$ cat src/hdl/bxl_pkg.sv
// Shared types, codes and helpers for the byte transliterator.
// No dependencies; every other file but bxl_checker refers to it by scoped names.
package bxl_pkg;

    localparam int SET_CAPACITY_DEF = 256;
    localparam int LEN_W            = 9;   // set lengths 0..256
    localparam int ADDR_W           = 4;   // three 32-bit registers at 0, 4, 8

    typedef enum logic [1:0] {
        CMD_XLATE = 2'd0,
        CMD_SRC   = 2'd1,
        CMD_TGT   = 2'd2,
        CMD_CLEAR = 2'd3
    } cmd_t;

    typedef enum logic [1:0] {
        REG_COMPLEMENT = 2'd0,
        REG_DELETE     = 2'd1,
        REG_SQUEEZE    = 2'd2
    } reg_idx_t;

    // source lookup result, stage 1
    typedef struct packed {
        logic       matched;
        logic [7:0] pos;
    } src_info_t;

    // mapped byte, stage 2
    typedef struct packed {
        logic [7:0] c;
        logic       tm;    // c is in the target set
    } tgt_info_t;

    function automatic logic [2:0] pop4(input logic [3:0] v);
        pop4 = {2'b00, v[0]} + {2'b00, v[1]} + {2'b00, v[2]} + {2'b00, v[3]};
    endfunction

    function automatic logic [4:0] pop16(input logic [15:0] v);
        pop16 = {2'b00, pop4(v[3:0])}  + {2'b00, pop4(v[7:4])}
              + {2'b00, pop4(v[11:8])} + {2'b00, pop4(v[15:12])};
    endfunction

endpackage

$ cat src/hdl/bxl_squeeze.sv
// Output stage: squeeze of repeated target bytes and the result register.
// Depends on bxl_pkg and the stage-2 mapping from bxl_tgt.
module bxl_squeeze (
    input  logic                clk,
    input  logic                rst_n,
    input  logic                en,
    input  logic                s2_valid,
    input  bxl_pkg::tgt_info_t  tgt_info,
    input  logic                squeeze_mode,
    output logic                out_valid,
    output logic [7:0]          out_byte
);

    logic       prev_valid_reg;
    logic [7:0] prev_byte_reg;
    logic       out_valid_reg;
    logic [7:0] out_byte_reg;
    logic       squeezed;

    assign squeezed = squeeze_mode && prev_valid_reg &&
                      (prev_byte_reg == tgt_info.c) && tgt_info.tm;

    always_ff @(posedge clk or negedge rst_n)
    begin
        if (!rst_n)
        begin
            prev_valid_reg <= 1'b0;
            out_valid_reg  <= 1'b0;
        end
        else if (en)
        begin
            out_valid_reg <= s2_valid && !squeezed;
            if (s2_valid)
            begin
                prev_valid_reg <= 1'b1;
            end
        end
    end

    // squeezed bytes still update the previous byte
    always_ff @(posedge clk)
    begin
        if (en && s2_valid)
        begin
            prev_byte_reg <= tgt_info.c;
            out_byte_reg  <= tgt_info.c;
        end
    end

    assign out_valid = out_valid_reg;
    assign out_byte  = out_byte_reg;

endmodule

$ cat config.mk
export PLATFORM = sky130hd
export DESIGN_NAME = bxl_squeeze
export DESIGN_NICKNAME = d
export VERILOG_FILES = /design/src/hdl/bxl_pkg.sv /design/src/hdl/bxl_squeeze.sv
export SDC_FILE = /design/constraint.sdc
export NUM_CORES = 1
export LEC_CHECK = 0
export BUFFER_PORTS_ARGS = -buffer_cell sky130_fd_sc_hd__buf_4
export CAP_MARGIN = 20
export CORE_AREA = 4 4 41 43
export DETAILED_ROUTE_END_ITERATION = 12
export DIE_AREA = 0 0 45 47
export GPL_ROUTABILITY_DRIVEN = 1
export HOLD_SLACK_MARGIN = 0.08
export SETUP_SLACK_MARGIN = 0.15
export SLEW_MARGIN = 20
export SYNTH_ARGS = -nofsm -noshare
export SYNTH_HDL_FRONTEND = slang
export SYNTH_SLANG_ARGS = --single-unit
$ cat constraint.sdc
create_clock -name clk -period 2.8 [get_ports clk]
set_input_delay 0.28 -clock clk [delete_from_list [all_inputs] [get_ports clk]]
set_output_delay 0.28 -clock clk [all_outputs]
set_load 0.03 [all_outputs]
==> impl_metrics.yaml <==
route:
  drt_first_pass_iters: 2
  vias: 291
  ant_nets: 0
  routedWlPerCell_um: 13.6
  drc: 0
  drtIter0Drc: 2
  via_per_inst: 4.28
  wl_um: 925
critical_path:
  crit_path_end_kind: "flop"
  cp-startpoint: "prev_byte_reg[0]"
  rr_startpoint: "prev_byte_reg[0]"
  r2r_slack_ns: 1.52
  r2r_cells: 4
  worstPathArrival_ns: 1.40
  worstSetupStartpointType: "flop"
  crit_path_end: "out_valid"
  cp_max_fo: 2
  reg2reg_to: "out_valid"
  required_ns: 2.93
  crit_type: "reg2reg"
logic_synthesis:
  synth_cells: 26
  yosysWarnings: 0
  ys_ff_latch: 10
  yosysSeqAreaShare: 0.714
  synth_area_um2: 407
  syn_nets: 40
  ys_types: 11
  avgSynthCellArea_um2: 15.6
finish:
  n_antenna_cell: 0
  layout_common_cells: "22 x buf_4, 8 x edfxtp_1, 7 x xnor2_1"
  final_common_cell: "buf_4"
  syn_to_final_growth_pct: 54.2
  drive_gt1_frac: 0.491
  final_nets: 68
  largest_reg_flops: 8
  fin_cells: 68
floorplanning:
  die-area_um2: 2120
  core_area_um2: 1300
  core.rowCount: 13
  initial_core_util: 0.313
  ios: 23
  die_x_um: 45
  die_h_um: 47
sta:
  holdWs_ns: 0.206
  finClkSkew_ns: 0.00863
  finalMaxSlewViolations: 0
  fin_crit_sh: 0.456
  setup_viol: 0
  max_slew_margin: 0.736
  hold_viol_final: 0
  rsz0062_at_grt: "no"
  worst_pin_slew_ns: 0.397
  timing.setup.tns_ns: 0
  max_freq_mhz: 783
  min_period_ns: 1.28
power_and_ir_drop:
  peakVddDrop_uv: 237
  power.density_nw_per_um2: 555
  finalPower_uw: 348
  power.leakage_uw: 0.000253
min_path:
  holdCritPathClass: "in2reg"
global_route:
  grt_use_total: 0.0986
  grt_start_max_net_pins: 11
  antenna_found_initial: 0
  grt_pass1_wl_um: 1340
  grt_pass1_vias: 300
  grt_overflow: 0
clocking:
  clk_pin_slew_ns: 0.07
  cts_tree: "yes"
  postCtsSetupBuffers: 0
  cts.htree.levels: 1
  numCtsBuffers: 3
  cts.sinks: 10
  clock_path_buffers: 2
  clock-root-buffer: "clkbuf_4"
  insertion_delay_ns: 0.26
run:
  maxCapViolations: 0
place:
  port_buffers: 22
  dp.cells: 63
  place_congestion: 0.691
run_status:
  status: "finished, final reports clean"
## cells by family (layout without fill, tap and decap cells)
family | count (synthesis) | in the layout | share of synthesized area
flip-flops | 10 | 10 | 0.714
buffers and inverters | 1 | 28 | 0.00922
XOR/XNOR | 8 | 8 | 0.172
AND/OR/NAND/NOR | 5 | 5 | 0.0708
AO/OA/AOI/OAI | 2 | 2 | 0.0338
## synthesized netlist by cell type
master    instances  area share
nand3_1           2       0.025
xor2_1            1       0.022
and2_1            1       0.015
o21ai_1           1       0.012
edfxtp_1          8        0.59
dfrtp_1           2        0.12
xnor2_1           7        0.15
nand4_1           1       0.015
o41ai_1           1       0.022
inv_1             1      0.0092
or2_2             1       0.015
## critical path, cell delays in order, from the launching register on
cell and delay, ns:
edfxtp_1 0.40, xnor2_1 0.17, nand4_1 0.12, o41ai_1 0.34
o21ai_1 0.11
## metal layers
layer | vias to the layer above | wire, µm | GRT usage
li1 | 148 | - | -
met1 | 136 | 322 | 0.0900
met2 | 7 | 549 | 0.169
met3 | 0 | 53 | 0.0383
met4 | 0 | 0 | 0.0877
met5 | - | 0 | 0
## where the power goes
group          leakage (µW)  switching [µW]  internal [µW]
clock             0.0000150            47.7           54.9
sequential        0.0000960            5.98            171
combinational      0.000143            34.7           33.1
## layout make-up
cell class	count	area, µm²
Multi-Input combinational cell	15	113
Timing Repair Buffer	23	175
Fill cell	123	674
Tap cell	15	18.8
Inverter	1	3.75
Sequential cell	10	290
Clock buffer	4	26.3
## repair_timing
action                    in CTS  in global routing
hold endpoints to repair       2                  0
hold buffers                   1                  0
gates resized for setup        0                  0
## through the flow
step | worst slack, ns | utilization | area, µm²
after global placement | 1.57 | 0.454 | 591
after CTS | 1.51 | 0.482 | 627
after detailed placement | 1.52 | 0.454 | 591
after floorplan | 1.46 | - | 407
final | 1.52 | 0.482 | 627
after global routing | 1.39 | 0.482 | 627
## how the worst min path moves through the flow
stage                     endpoint  depth (start not counted)   from
floorplan                out_valid                          0  rst_n
global placement    prev_valid_reg                          1  rst_n
detailed placement       out_valid                          1  rst_n
CTS                      out_valid                          2     en
global route             out_valid                          2     en
finish                   out_valid                          2     en
No activity file was read; power rests on OpenSTA's default activity.
