[config.mk]
export PLATFORM = sky130hd
export DESIGN_NAME = bxl_tgt
export DESIGN_NICKNAME = d
export VERILOG_FILES = /design/src/hdl/bxl_pkg.sv /design/src/hdl/bxl_tgt.sv
export SDC_FILE = /design/constraint.sdc
export NUM_CORES = 2
export LEC_CHECK = 0
export BUFFER_PORTS_ARGS = -buffer_cell sky130_fd_sc_hd__buf_2
export CAP_MARGIN = 25
export CORE_UTILIZATION = 45
export CTS_CLUSTER_DIAMETER = 100
export DETAILED_ROUTE_END_ITERATION = 10
export HOLD_SLACK_MARGIN = 0.03
export SYNTH_ARGS = -nofsm -noshare
export SYNTH_HDL_FRONTEND = slang
export SYNTH_SLANG_ARGS = --single-unit
[constraint.sdc]
create_clock -name clk -period 8.75 [get_ports clk]
set_clock_uncertainty 0.2 [all_clocks]
set_input_delay 1.75 -clock clk [delete_from_list [all_inputs] [get_ports clk]]
set_output_delay 1.75 -clock clk [all_outputs]
set_load 0.05 [all_outputs]
[src/hdl/bxl_pkg.sv]
// Shared types, codes and helpers for the byte transliterator.
// No dependencies; every other file but bxl_checker refers to it by scoped names.
package bxl_pkg;

    localparam int SET_CAPACITY_DEF = 256;
    localparam int LEN_W            = 9;   // set lengths 0..256
    localparam int ADDR_W           = 4;   // three 32-bit registers at 0, 4, 8

    typedef enum logic [1:0] {
        CMD_XLATE = 2'd0,
        CMD_SRC   = 2'd1,
        CMD_TGT   = 2'd2,
        CMD_CLEAR = 2'd3
    } cmd_t;

    typedef enum logic [1:0] {
        REG_COMPLEMENT = 2'd0,
        REG_DELETE     = 2'd1,
        REG_SQUEEZE    = 2'd2
    } reg_idx_t;

    // source lookup result, stage 1
    typedef struct packed {
        logic       matched;
        logic [7:0] pos;
    } src_info_t;

    // mapped byte, stage 2
    typedef struct packed {
        logic [7:0] c;
        logic       tm;    // c is in the target set
    } tgt_info_t;

    function automatic logic [2:0] pop4(input logic [3:0] v);
        pop4 = {2'b00, v[0]} + {2'b00, v[1]} + {2'b00, v[2]} + {2'b00, v[3]};
    endfunction

    function automatic logic [4:0] pop16(input logic [15:0] v);
        pop16 = {2'b00, pop4(v[3:0])}  + {2'b00, pop4(v[7:4])}
              + {2'b00, pop4(v[11:8])} + {2'b00, pop4(v[15:12])};
    endfunction

endpackage

[src/hdl/bxl_tgt.sv]
// Target set: membership flops, length and element memory; clamps position.
// Depends on bxl_pkg and the stage-1 lookup from bxl_src.
module bxl_tgt #(
    parameter int SET_CAPACITY = bxl_pkg::SET_CAPACITY_DEF
) (
    input  logic                clk,
    input  logic                rst_n,
    input  logic                en,
    input  logic                accept,
    input  bxl_pkg::cmd_t       cmd,
    input  logic [7:0]          value,
    input  bxl_pkg::src_info_t  src_info,
    output bxl_pkg::tgt_info_t  tgt_info
);

    localparam int TIDX_W = (SET_CAPACITY > 1) ? $clog2(SET_CAPACITY) : 1;

    logic [255:0]                 member_reg;
    logic [bxl_pkg::LEN_W-1:0]    tlen_reg;
    logic [7:0]                   tgt_mem [SET_CAPACITY];
    logic [7:0]                   tb_rdata_reg;

    logic [7:0]                   value_s1_reg;
    logic [bxl_pkg::LEN_W-1:0]    tlen_s1_reg;
    logic                         tm_s1_reg;
    logic [7:0]                   value_s2_reg;
    logic                         use_tgt_s2_reg;
    logic                         tm_s2_reg;

    logic                         append_tgt;
    logic                         clear_sets;
    logic [bxl_pkg::LEN_W-1:0]    pos_ext;
    logic [bxl_pkg::LEN_W-1:0]    idx;

    assign append_tgt = accept && (cmd == bxl_pkg::CMD_TGT) &&
                        (tlen_reg < bxl_pkg::LEN_W'(SET_CAPACITY));
    assign clear_sets = accept && (cmd == bxl_pkg::CMD_CLEAR);

    always_ff @(posedge clk or negedge rst_n)
    begin
        if (!rst_n)
        begin
            member_reg <= '0;
            tlen_reg   <= '0;
        end
        else if (clear_sets)
        begin
            member_reg <= '0;
            tlen_reg   <= '0;
        end
        else if (append_tgt)
        begin
            member_reg[value] <= 1'b1;
            tlen_reg          <= tlen_reg + 1'b1;
        end
    end

    // past the end of the set the last element is used
    assign pos_ext = {{(bxl_pkg::LEN_W-8){1'b0}}, src_info.pos};
    assign idx     = (pos_ext >= tlen_s1_reg) ? (tlen_s1_reg - 1'b1) : pos_ext;

    // a pending read always sits below the length snapshot, so never on the
    // entry being appended in the same cycle
    always_ff @(posedge clk)
    begin
        if (append_tgt)
        begin
            tgt_mem[tlen_reg[TIDX_W-1:0]] <= value;
        end
        if (en)
        begin
            tb_rdata_reg <= tgt_mem[idx[TIDX_W-1:0]];
        end
    end

    always_ff @(posedge clk)
    begin
        if (en)
        begin
            value_s1_reg   <= value;
            tlen_s1_reg    <= tlen_reg;
            tm_s1_reg      <= member_reg[value];
            value_s2_reg   <= value_s1_reg;
            use_tgt_s2_reg <= src_info.matched && (tlen_s1_reg != '0);
            tm_s2_reg      <= tm_s1_reg;
        end
    end

    // a byte taken from the target set is a member of it by construction
    assign tgt_info.c  = use_tgt_s2_reg ? tb_rdata_reg : value_s2_reg;
    assign tgt_info.tm = use_tgt_s2_reg || tm_s2_reg;

endmodule

==> metrics.txt <==
CTS Root Cell=clkbuf_16; Largest register FFs=2,048; 1st-pass router iterations=8; status=finished clean; I/O Pins=32; Fmax=150 MHz; Die Y=462 µm; GPL Wtd Cong=0.864; Hold Vio Cnt, Final=0; critical-path maximum fanout=38; GRT overflow=0; largest net degree at the start of global routing=157; PortBufs=31; vias in the first global route=57,000; Global Route Usage Sum=26.3%; crit path capture type=register; DRC viols=0; Routed WL=281 mm; Vias=59,200; max incr delay on CP=0.86 ns; crit path capture=tb_rdata_reg[4]; Final period util=76.0%; Final WS setup=2.10 ns; CTS tree=built; Yosys top cell area share=65.7%; mean cell area of the mapped netlist=14.2 µm²; most numerous cell in the Yosys netlist=edfxtp_1; crit path DAT=7.20 ns; dominant cells by area after synthesis=edfxtp_1 (66%), dfrtp_1 (7.0%), mux2i_1 (5.3%); RR Startpoint=tlen_s1_reg[5]; Routed Antenna Nets=0; crit path kind=in -> reg; synthesized area=95,200 µm²; design area=106,000 µm²; CTS Buf Count=231; Yosys top cell by area=edfxtp_1; Core Box Area=210,000 µm²; number of enable flip-flop cells after synthesis=2,084; max-cap viol count=0; CP Launch Type=primary input; multi-input logic area=23,700 µm²; prevailing post-synth register cell=edfxtp_1; Layout area overhead=11.7%; instance count of the mapped netlist=6,706; path depth of the worst reg2reg path=15; CTS clk-pin slew, worst paths=0.06 ns; post-CTS resize count=0; post-CTS setup buffer count=0; global-route wire length before repair=408 mm; Slew Limit Fails=0; Synth top cells by count=edfxtp_1 (2,084), nand2_1 (1,051), a21oi_1 (589); die area=213,000 µm²; Worst path slowest cell=a22oi_1; Setup TNS Final=0 ns; final-stage net count=6,756; Async S/R FF share, synth=11.3%; Starting DRT DRC Count=7,879; buffer levels on the longest clock path=3; clk_lat worst skew=0.88 ns; synthesis-stage register bit count=2,349; final setup fails=0; Max VDD drop=0.000241 V; Die X=462 µm; critical register-to-register path endpoint=tb_rdata_reg[4]; reg-to-reg slack, setup=2.43 ns; hpwl dp=164 mm; Worst Setup SP=src_info[6]; Lkg Pwr=36.9 nW; RSZ-0062 raised after global routing=no; initial antenna violation count=15; Placement Setup Slack=1.09 ns; sequential fraction of the synthesis area=72.7%; Slew HR=24.5%; HP Class=reg -> reg; Reg area=69,200 µm²; clock sinks=2,349; Cell variety after synth=67; fill count=17,600; Initial Util=45.3%; Period minus WS final=6.65 ns; row cnt=168; Warnings, synthesis=0; syn_nets=6,743; Power per Cell Area=238 nW/µm²; Avg WL per Cell=29.0 µm; share of cells above drive strength 1=10.6%; Post-DP Area=98,600 µm²; via/cell ratio=6.09; Worst EP required=9.30 ns; Least-Margin Pin Slew=1.13 ns; # H-tree levels=4; cts hold-fix bufs=0; CP Cell Sequence=buf_2 > ha_1 > a211oi_2 > o32ai_2 > a211oi_1 > a21o_4 > buf_16 > buf_4 > mux2i_1 > o221ai_1 > a21oi_1 > nor4_1 > a31oi_1 > a22oi_1 > mux2_2
## critical path, delay by kind of cell
family | cells | cell delay [ns]
adders and majority gates | 1 | 0.32
muxes | 2 | 0.46
buffers and inverters | 3 | 1.04
AOI/OAI and AO/OA | 8 | 2.84
and+or+nand+nor | 1 | 0.67
## metal layers
metal	GRT usage, %	wire length, µm
met1	38.2	118000
met2	39.7	128000
met3	5.37	27500
met4	8.09	8080
met5	0	13
## per-stage QoR
step / utilization (%) / power, W / instances / hold slack [ns]
after floorplan: - / 0.0143 / 6706 / 0.200
after global routing: 50.6 / 0.0259 / 9715 / 0.226
after CTS: 50.5 / 0.0253 / 9697 / 0.222
after global placement: 46.9 / 0.0155 / 9260 / 0.202
after detailed placement: 47.0 / 0.0156 / 9274 / 0.207
final: 50.7 / 0.0253 / 9722 / 0.218
## cells by family after synthesis
family                   after synthesis  synth area share, %
flip-flops                          2349                 72.7
AND/OR/NAND/NOR                     2181                 9.63
AO/OA/AOI/OAI                       1065                 7.07
multiplexers                         607                 7.63
buffers and inverters                479                 2.66
adder cells (fa/ha/maj)               14                0.184
XOR/XNOR                              11                0.101
## worst min path at each step
stage,start,to,slack (ns),depth (start not counted)
2_1_floorplan,tm_s1_reg,tm_s2_reg,0.20,0
3_3_place_gp,value_s1_reg[7],value_s2_reg[7],0.20,0
3_5_place_dp,value_s1_reg[2],value_s2_reg[2],0.21,0
4_1_cts,value_s1_reg[0],value_s2_reg[0],0.22,0
5_1_grt,value_s1_reg[0],value_s2_reg[0],0.23,0
6_report,tm_s1_reg,tm_s2_reg,0.22,0
## cells in the final DEF (no fill, tap or decap), types with 7 or more instances in the layout
cell and instances:
diode_2 8, nand3_1 386, a21oi_4 7, mux2_2 11, nor2_1 518, dfrtp_1 265, a21oi_1 581, bufinv_16 18
buf_2 26, a211oi_1 10, a22o_1 49, a22oi_1 25, mux2i_1 499, and3_1 22, o221ai_1 206, ha_1 14
nor3_1 65, nand2_1 1035, buf_8 11, mux4_2 94, or4_1 7, clkbuf_1 51, buf_12 32, o31ai_1 11
inv_1 17, nand4_1 13, edfxtp_1 2084, o41ai_1 8, clkbuf_16 235, o22ai_1 38, o21ai_0 38, nor4_1 82
clkinv_2 38, a21o_1 9, clkinv_1 45, nand2b_1 8, a31oi_1 35, clkbuf_8 14, nand2_2 16, buf_4 164
## final cells by class
| class | count | share of cell area (%) |
|---|---|---|
| Antenna cell | 8 | 0.0188 |
| Inverter | 17 | 0.0600 |
| Timing Repair Buffer | 242 | 2.18 |
| Clock inverter | 124 | 1.17 |
| Sequential cell | 2349 | 65.1 |
| Multi-Input combinational cell | 3878 | 22.3 |
| Tap cell | 2805 | 3.30 |
| Clock buffer | 299 | 5.88 |
## report_power, final
group          internal [W]  switching [W]  leakage [nW]  total [W]
Sequential           0.0122      0.0000442          22.5     0.0123
Clock               0.00557        0.00434          3.65    0.00990
Combinational      0.000864        0.00223          10.8    0.00309
Note: power is estimated with default switching activity, not from simulation.
