$ cat src/hdl/bxl_pkg.sv
// Shared types, codes and helpers for the byte transliterator.
// No dependencies; every other file but bxl_checker refers to it by scoped names.
package bxl_pkg;

    localparam int SET_CAPACITY_DEF = 256;
    localparam int LEN_W            = 9;   // set lengths 0..256
    localparam int ADDR_W           = 4;   // three 32-bit registers at 0, 4, 8

    typedef enum logic [1:0] {
        CMD_XLATE = 2'd0,
        CMD_SRC   = 2'd1,
        CMD_TGT   = 2'd2,
        CMD_CLEAR = 2'd3
    } cmd_t;

    typedef enum logic [1:0] {
        REG_COMPLEMENT = 2'd0,
        REG_DELETE     = 2'd1,
        REG_SQUEEZE    = 2'd2
    } reg_idx_t;

    // source lookup result, stage 1
    typedef struct packed {
        logic       matched;
        logic [7:0] pos;
    } src_info_t;

    // mapped byte, stage 2
    typedef struct packed {
        logic [7:0] c;
        logic       tm;    // c is in the target set
    } tgt_info_t;

    function automatic logic [2:0] pop4(input logic [3:0] v);
        pop4 = {2'b00, v[0]} + {2'b00, v[1]} + {2'b00, v[2]} + {2'b00, v[3]};
    endfunction

    function automatic logic [4:0] pop16(input logic [15:0] v);
        pop16 = {2'b00, pop4(v[3:0])}  + {2'b00, pop4(v[7:4])}
              + {2'b00, pop4(v[11:8])} + {2'b00, pop4(v[15:12])};
    endfunction

endpackage

$ cat src/hdl/bxl_src.sv
// Source set: membership flops, per-row prefix counts, first-position memory.
// Depends on bxl_pkg. Match flag and position come from flops loaded at accept.
module bxl_src #(
    parameter int SET_CAPACITY = bxl_pkg::SET_CAPACITY_DEF
) (
    input  logic                clk,
    input  logic                rst_n,
    input  logic                en,
    input  logic                accept,
    input  bxl_pkg::cmd_t       cmd,
    input  logic [7:0]          value,
    input  logic                complement_mode,
    output bxl_pkg::src_info_t  src_info
);

    logic [255:0]                 member_reg;
    logic [7:0]                   prefix_reg [16];   // members below row j
    logic [bxl_pkg::LEN_W-1:0]    slen_reg;
    logic [7:0]                   pos_mem [256];
    logic [7:0]                   pos_rdata_reg;

    logic [7:0]                   value_s1_reg;
    logic [7:0]                   prefix_s1_reg;
    logic [4:0]                   inrow_s1_reg;
    logic                         m0_s1_reg;
    logic                         matched_s1_reg;

    logic [3:0]                   hi;
    logic [3:0]                   lo;
    logic [15:0]                  row_mask;
    logic                         matched_now;
    logic                         append_src;
    logic                         new_member;
    logic                         clear_sets;
    logic [7:0]                   below;
    logic [7:0]                   rank;

    assign hi       = value[7:4];
    assign lo       = value[3:0];
    assign row_mask = member_reg[{hi, 4'b0000} +: 16] & ((16'h0001 << lo) - 16'h0001);

    assign matched_now = complement_mode ? ((value != 8'd0) && !member_reg[value])
                                         : member_reg[value];

    assign append_src = accept && (cmd == bxl_pkg::CMD_SRC) &&
                        (slen_reg < bxl_pkg::LEN_W'(SET_CAPACITY));
    assign new_member = append_src && !member_reg[value];
    assign clear_sets = accept && (cmd == bxl_pkg::CMD_CLEAR);

    always_ff @(posedge clk or negedge rst_n)
    begin
        if (!rst_n)
        begin
            member_reg <= '0;
            slen_reg   <= '0;
            for (int j = 0; j < 16; j++)
            begin
                prefix_reg[j] <= 8'd0;
            end
        end
        else if (clear_sets)
        begin
            member_reg <= '0;
            slen_reg   <= '0;
            for (int j = 0; j < 16; j++)
            begin
                prefix_reg[j] <= 8'd0;
            end
        end
        else if (append_src)
        begin
            slen_reg <= slen_reg + 1'b1;
            if (new_member)
            begin
                member_reg[value] <= 1'b1;
                for (int j = 1; j < 16; j++)
                begin
                    if (j > int'(hi))
                    begin
                        prefix_reg[j] <= prefix_reg[j] + 8'd1;
                    end
                end
            end
        end
    end

    // repeated bytes keep their first position
    always_ff @(posedge clk)
    begin
        if (new_member)
        begin
            pos_mem[value] <= slen_reg[7:0];
        end
        if (en)
        begin
            pos_rdata_reg <= pos_mem[value];
        end
    end

    always_ff @(posedge clk)
    begin
        if (en)
        begin
            value_s1_reg   <= value;
            prefix_s1_reg  <= prefix_reg[hi];
            inrow_s1_reg   <= bxl_pkg::pop16(row_mask);
            m0_s1_reg      <= member_reg[0];
            matched_s1_reg <= matched_now;
        end
    end

    // complement rank: non-members in 1..b-1
    assign below = prefix_s1_reg + {3'b000, inrow_s1_reg};
    assign rank  = value_s1_reg - below - {7'd0, !m0_s1_reg};

    assign src_info.matched = matched_s1_reg;
    assign src_info.pos     = complement_mode ? rank : pos_rdata_reg;

endmodule

$ cat config.mk
export PLATFORM = sky130hd
export DESIGN_NAME = bxl_src
export DESIGN_NICKNAME = d
export VERILOG_FILES = /design/src/hdl/bxl_pkg.sv /design/src/hdl/bxl_src.sv
export SDC_FILE = /design/constraint.sdc
export NUM_CORES = 2
export LEC_CHECK = 0
export BUFFER_PORTS_ARGS = -buffer_cell sky130_fd_sc_hd__buf_2
export CAP_MARGIN = 10
export CELL_PAD_IN_SITES_DETAIL_PLACEMENT = 0
export CELL_PAD_IN_SITES_GLOBAL_PLACEMENT = 1
export CORE_ASPECT_RATIO = 1.75
export CORE_MARGIN = 10
export CORE_UTILIZATION = 41
export DETAILED_ROUTE_END_ITERATION = 16
export PLACE_DENSITY_LB_ADDON = 0.1
export SLEW_MARGIN = 20
export SYNTH_ARGS = -nofsm -noshare
export SYNTH_HDL_FRONTEND = slang
export SYNTH_SLANG_ARGS = --single-unit
export TNS_END_PERCENT = 30
$ cat constraint.sdc
create_clock -name clk -period 9.8 [get_ports clk]
set_clock_uncertainty 0.15 [all_clocks]
set_input_delay 1.47 -clock clk [delete_from_list [all_inputs] [get_ports clk]]
set_output_delay 1.47 -clock clk [all_outputs]
set_load 0.02 [all_outputs]
==> impl_metrics.tcl <==
set metrics [dict create \
    cts_buffers 232 \
    ant_nets 0 \
    grt_pass1_vias 55700 \
    grt_max_degree 157 \
    ys_warn_count 0 \
    drt_wl_total_mm 318 \
    ys_ff_latch 2464 \
    tightestPinTransition_ns 1.19 \
    yosys.area_share.simple_pct 3.95 \
    drc 0 \
    port_buffers 23 \
    critPathMaxFanout 38 \
    min_period_ns 6.79 \
    min_path_type "reg -> reg" \
    place.gp.congestion 0.939 \
    synthArstFlopShare_pct 15.6 \
    wire_per_inst_um 35.7 \
    synth_top_family_by_area "multiplexers" \
    yosysSeqAreaShare_pct 70.7 \
    area_growth_pct 11.8 \
    p_leak_uw 0.0398 \
    antenna_found_initial 15 \
    ys_types 74 \
    finalHoldViolations 0 \
    finalSetupViolations 0 \
    maxSlewHeadroom_pct 20.8 \
    drtPass1Iterations 5 \
    synth_edf_count 2079 \
    worst_hold_slack_ns 0.347 \
    synth_fp_nets 5387 \
    vdd_ir_drop_max_mv 0.170 \
    worstSetupPathType "in -> reg" \
    overflow 0 \
    drv_slew 0 \
    cpMostUsedCell "buf_4" \
    clock_latency_ns 0.93 \
    rsz0062_at_grt "no" \
    synthAdderAreaFrac_pct 0.764 \
    power_uw 22000 \
    viasPerCell 5.93 \
    synthMuxAreaShare_pct 18.8 \
    setup_slack_ns 3.01 \
    place_ws_ns 2.12 \
    worstPathCellList "buf_8 > buf_4 > mux4_2 > mux2_2 > o21ai_1 > a21oi_1 > or3_1 > or2_1 > buf_4 > nor3_4 > buf_4 > nand2_1 > nor2_1" \
    start_util_pct 41.1 \
    grt_pass1_wl_mm 449 \
    drive_gt1_share_pct 26.4 \
    slowest_delay_ns 0.89 \
    synth_xor_xnor_area_share_pct 0.567 \
    cts_tree "done" \
    die_area_mm2 0.270 \
    ioPinCount 24 \
    drv_cap 0 \
    cts.clk_slew.worst_paths_ns 0.07 \
    largest_register_ff_count 2048 \
    postCtsSetupRepairBufs 0 \
    max_freq_mhz 147 \
    avgSynthCellArea_um2 19.2 \
    status "completed" \
    tns_ns 0 \
    dp.final_hpwl_mm 212 \
    core.rowCount 242 \
    cts_root_buffer "clkbuf_16" \
    clockBufferDepth 4 \
    clock_sink_count 2464 \
    coreArea_mm2 0.248 \
    drtIter0Drc 4456 \
    nNetsFinal 5480 \
    finalCritPeriodShare_pct 69.2 \
    start_kind "input pin" \
    worstPathRequired_ns 10.16 \
    netlist_instances 5320 \
    cts_resized 0 \
    die_x_um 397 \
    synth-main-ff-cell "edfxtp_1" \
    hold_buffers 0 \
    cpMaxStageDelayCell "nor2_1" \
    fillCellCount 21000 \
    grt.total_usage_pct 23.4 \
    p_per_area_mw_per_mm2 193 \
    synth-compound-area-share_pct 3.43 \
    syn_area_mm2 0.102 \
    vias 52800 \
    critPathCaptureType "flip-flop" \
    dieHeight_um 680 \
    rrSetupSlack_ns 4.08 \
    ctsHtreeMaxLevel 4 \
    critical_path_arrival_ns 7.14 \
]
[Yosys cell counts, types with 52 or more instances]
| master | number | share of area, % |
|---|---|---|
| nand2_1 | 175 | 0.64 |
| mux2i_1 | 101 | 0.99 |
| buf_2 | 127 | 0.62 |
| nand3_1 | 55 | 0.27 |
| o21a_1 | 128 | 0.94 |
| dfrtp_1 | 385 | 9.5 |
| nor3_1 | 88 | 0.43 |
| o21ai_0 | 52 | 0.26 |
| mux4_2 | 795 | 18 |
| nor2_1 | 433 | 1.6 |
| a21oi_1 | 152 | 0.75 |
| clkbuf_1 | 147 | 0.54 |
| edfxtp_1 | 2079 | 61 |
[layout by cell type, fill, tap and decap left out, types with 12 or more instances in the layout]
| cell type | synthesis | final |
|---|---|---|
| edfxtp_1 | 2079 | 2079 |
| mux4_2 | 795 | 795 |
| nor2_1 | 433 | 406 |
| dfrtp_1 | 385 | 377 |
| clkbuf_16 | 0 | 233 |
| buf_4 | 19 | 175 |
| nand2_1 | 175 | 164 |
| a21oi_1 | 152 | 151 |
| o21a_1 | 128 | 128 |
| mux2i_1 | 101 | 101 |
| o21ai_0 | 52 | 51 |
| nor3_1 | 88 | 51 |
| nand3_1 | 55 | 49 |
| clkbuf_1 | 147 | 48 |
| clkinv_2 | 0 | 47 |
| clkinv_1 | 1 | 47 |
| a31oi_1 | 44 | 44 |
| inv_1 | 44 | 41 |
| xnor2_1 | 38 | 38 |
| nor3_2 | 2 | 38 |
| ha_1 | 35 | 35 |
| nand4_1 | 31 | 31 |
| a22oi_1 | 29 | 29 |
| xor2_1 | 28 | 28 |
| nor2_2 | 0 | 26 |
| a22o_1 | 25 | 25 |
| o31ai_1 | 24 | 24 |
| bufinv_16 | 0 | 24 |
| or3_1 | 23 | 23 |
| mux2_2 | 19 | 19 |
| and3_1 | 18 | 17 |
| or4_1 | 17 | 17 |
| fa_1 | 17 | 17 |
| buf_2 | 127 | 16 |
| nand2b_1 | 12 | 12 |
| nand2_2 | 1 | 12 |
| clkinvlp_4 | 0 | 12 |
[power breakdown]
group	internal (uW)	switching (uW)
combinational	372	891
sequential	11600	139
clock	5020	4020
[through the flow]
stage          cells  instance area (um2)  utilization (%)
3_5_place_dp    8473               106000             42.9
3_3_place_gp    8473               106000             42.9
5_1_grt         8905               114000             45.9
2_1_floorplan   5320               102000                -
4_1_cts         8899               114000             45.9
6_report        8909               114000             46.0
[worst max-delay path, delay by kind of cell]
family | cells | cell delay, ns
AO/OA/AOI/OAI | 2 | 0.66
buffers and inverters | 4 | 1.58
multiplexers | 2 | 0.68
AND/OR/NAND/NOR | 5 | 2.60
[routing by layer]
metal | global-route usage, % | routed length, um | share of wire (%)
met3 | 2.80 | 13200 | 4.2
met4 | 11.9 | 18600 | 5.8
met5 | 0 | 17 | 0.0053
met2 | 42.7 | 172000 | 54
met1 | 27.0 | 114000 | 36
[area by class of cell]
cell class                 count  area, um2  area share [%]
clock inverter               142       1390            1.22
antenna                       10       25.0          0.0220
clock buffer                 284       6050            5.31
inverter                      46        175           0.154
sequential                  2464      72100            63.3
tap                         3294       4120            3.62
multi-input combinational   2460      28400            24.9
timing repair buffer         209       1720            1.51
[final timing paths]
| path | startpoint | end | cells past startpoint |
|---|---|---|---|
| worst max-delay path | value[3] | pos_mem[149][3]$_DFFE_PP_ | 13 |
| worst min-delay path | member_reg[191]$_DFFE_PN0P_ | member_reg[191]$_DFFE_PN0P_ | 1 |
| worst max register to register | member_reg[237]$_DFFE_PN0P_ | pos_mem[62][7]$_DFFE_PP_ | 12 |
| worst min register to register | member_reg[191]$_DFFE_PN0P_ | member_reg[191]$_DFFE_PN0P_ | 1 |
| max in group asynchronous | rst_n | member_reg[207]$_DFFE_PN0P_ | 3 |
| min in group asynchronous | rst_n | prefix_reg[42]$_DFFE_PN0P_ | 1 |
[logic make-up (layout without fill, tap and decap cells)]
group	count (synthesis)	in the layout
multiplexers	915	915
flip-flops	2464	2464
buffers and inverters	396	681
adder cells (fa/ha/maj)	52	52
XOR/XNOR	66	66
AO/OA/AOI/OAI	524	524
other	1	11
AND/OR/NAND/NOR	902	902
(Power assumes the default switching activity.)
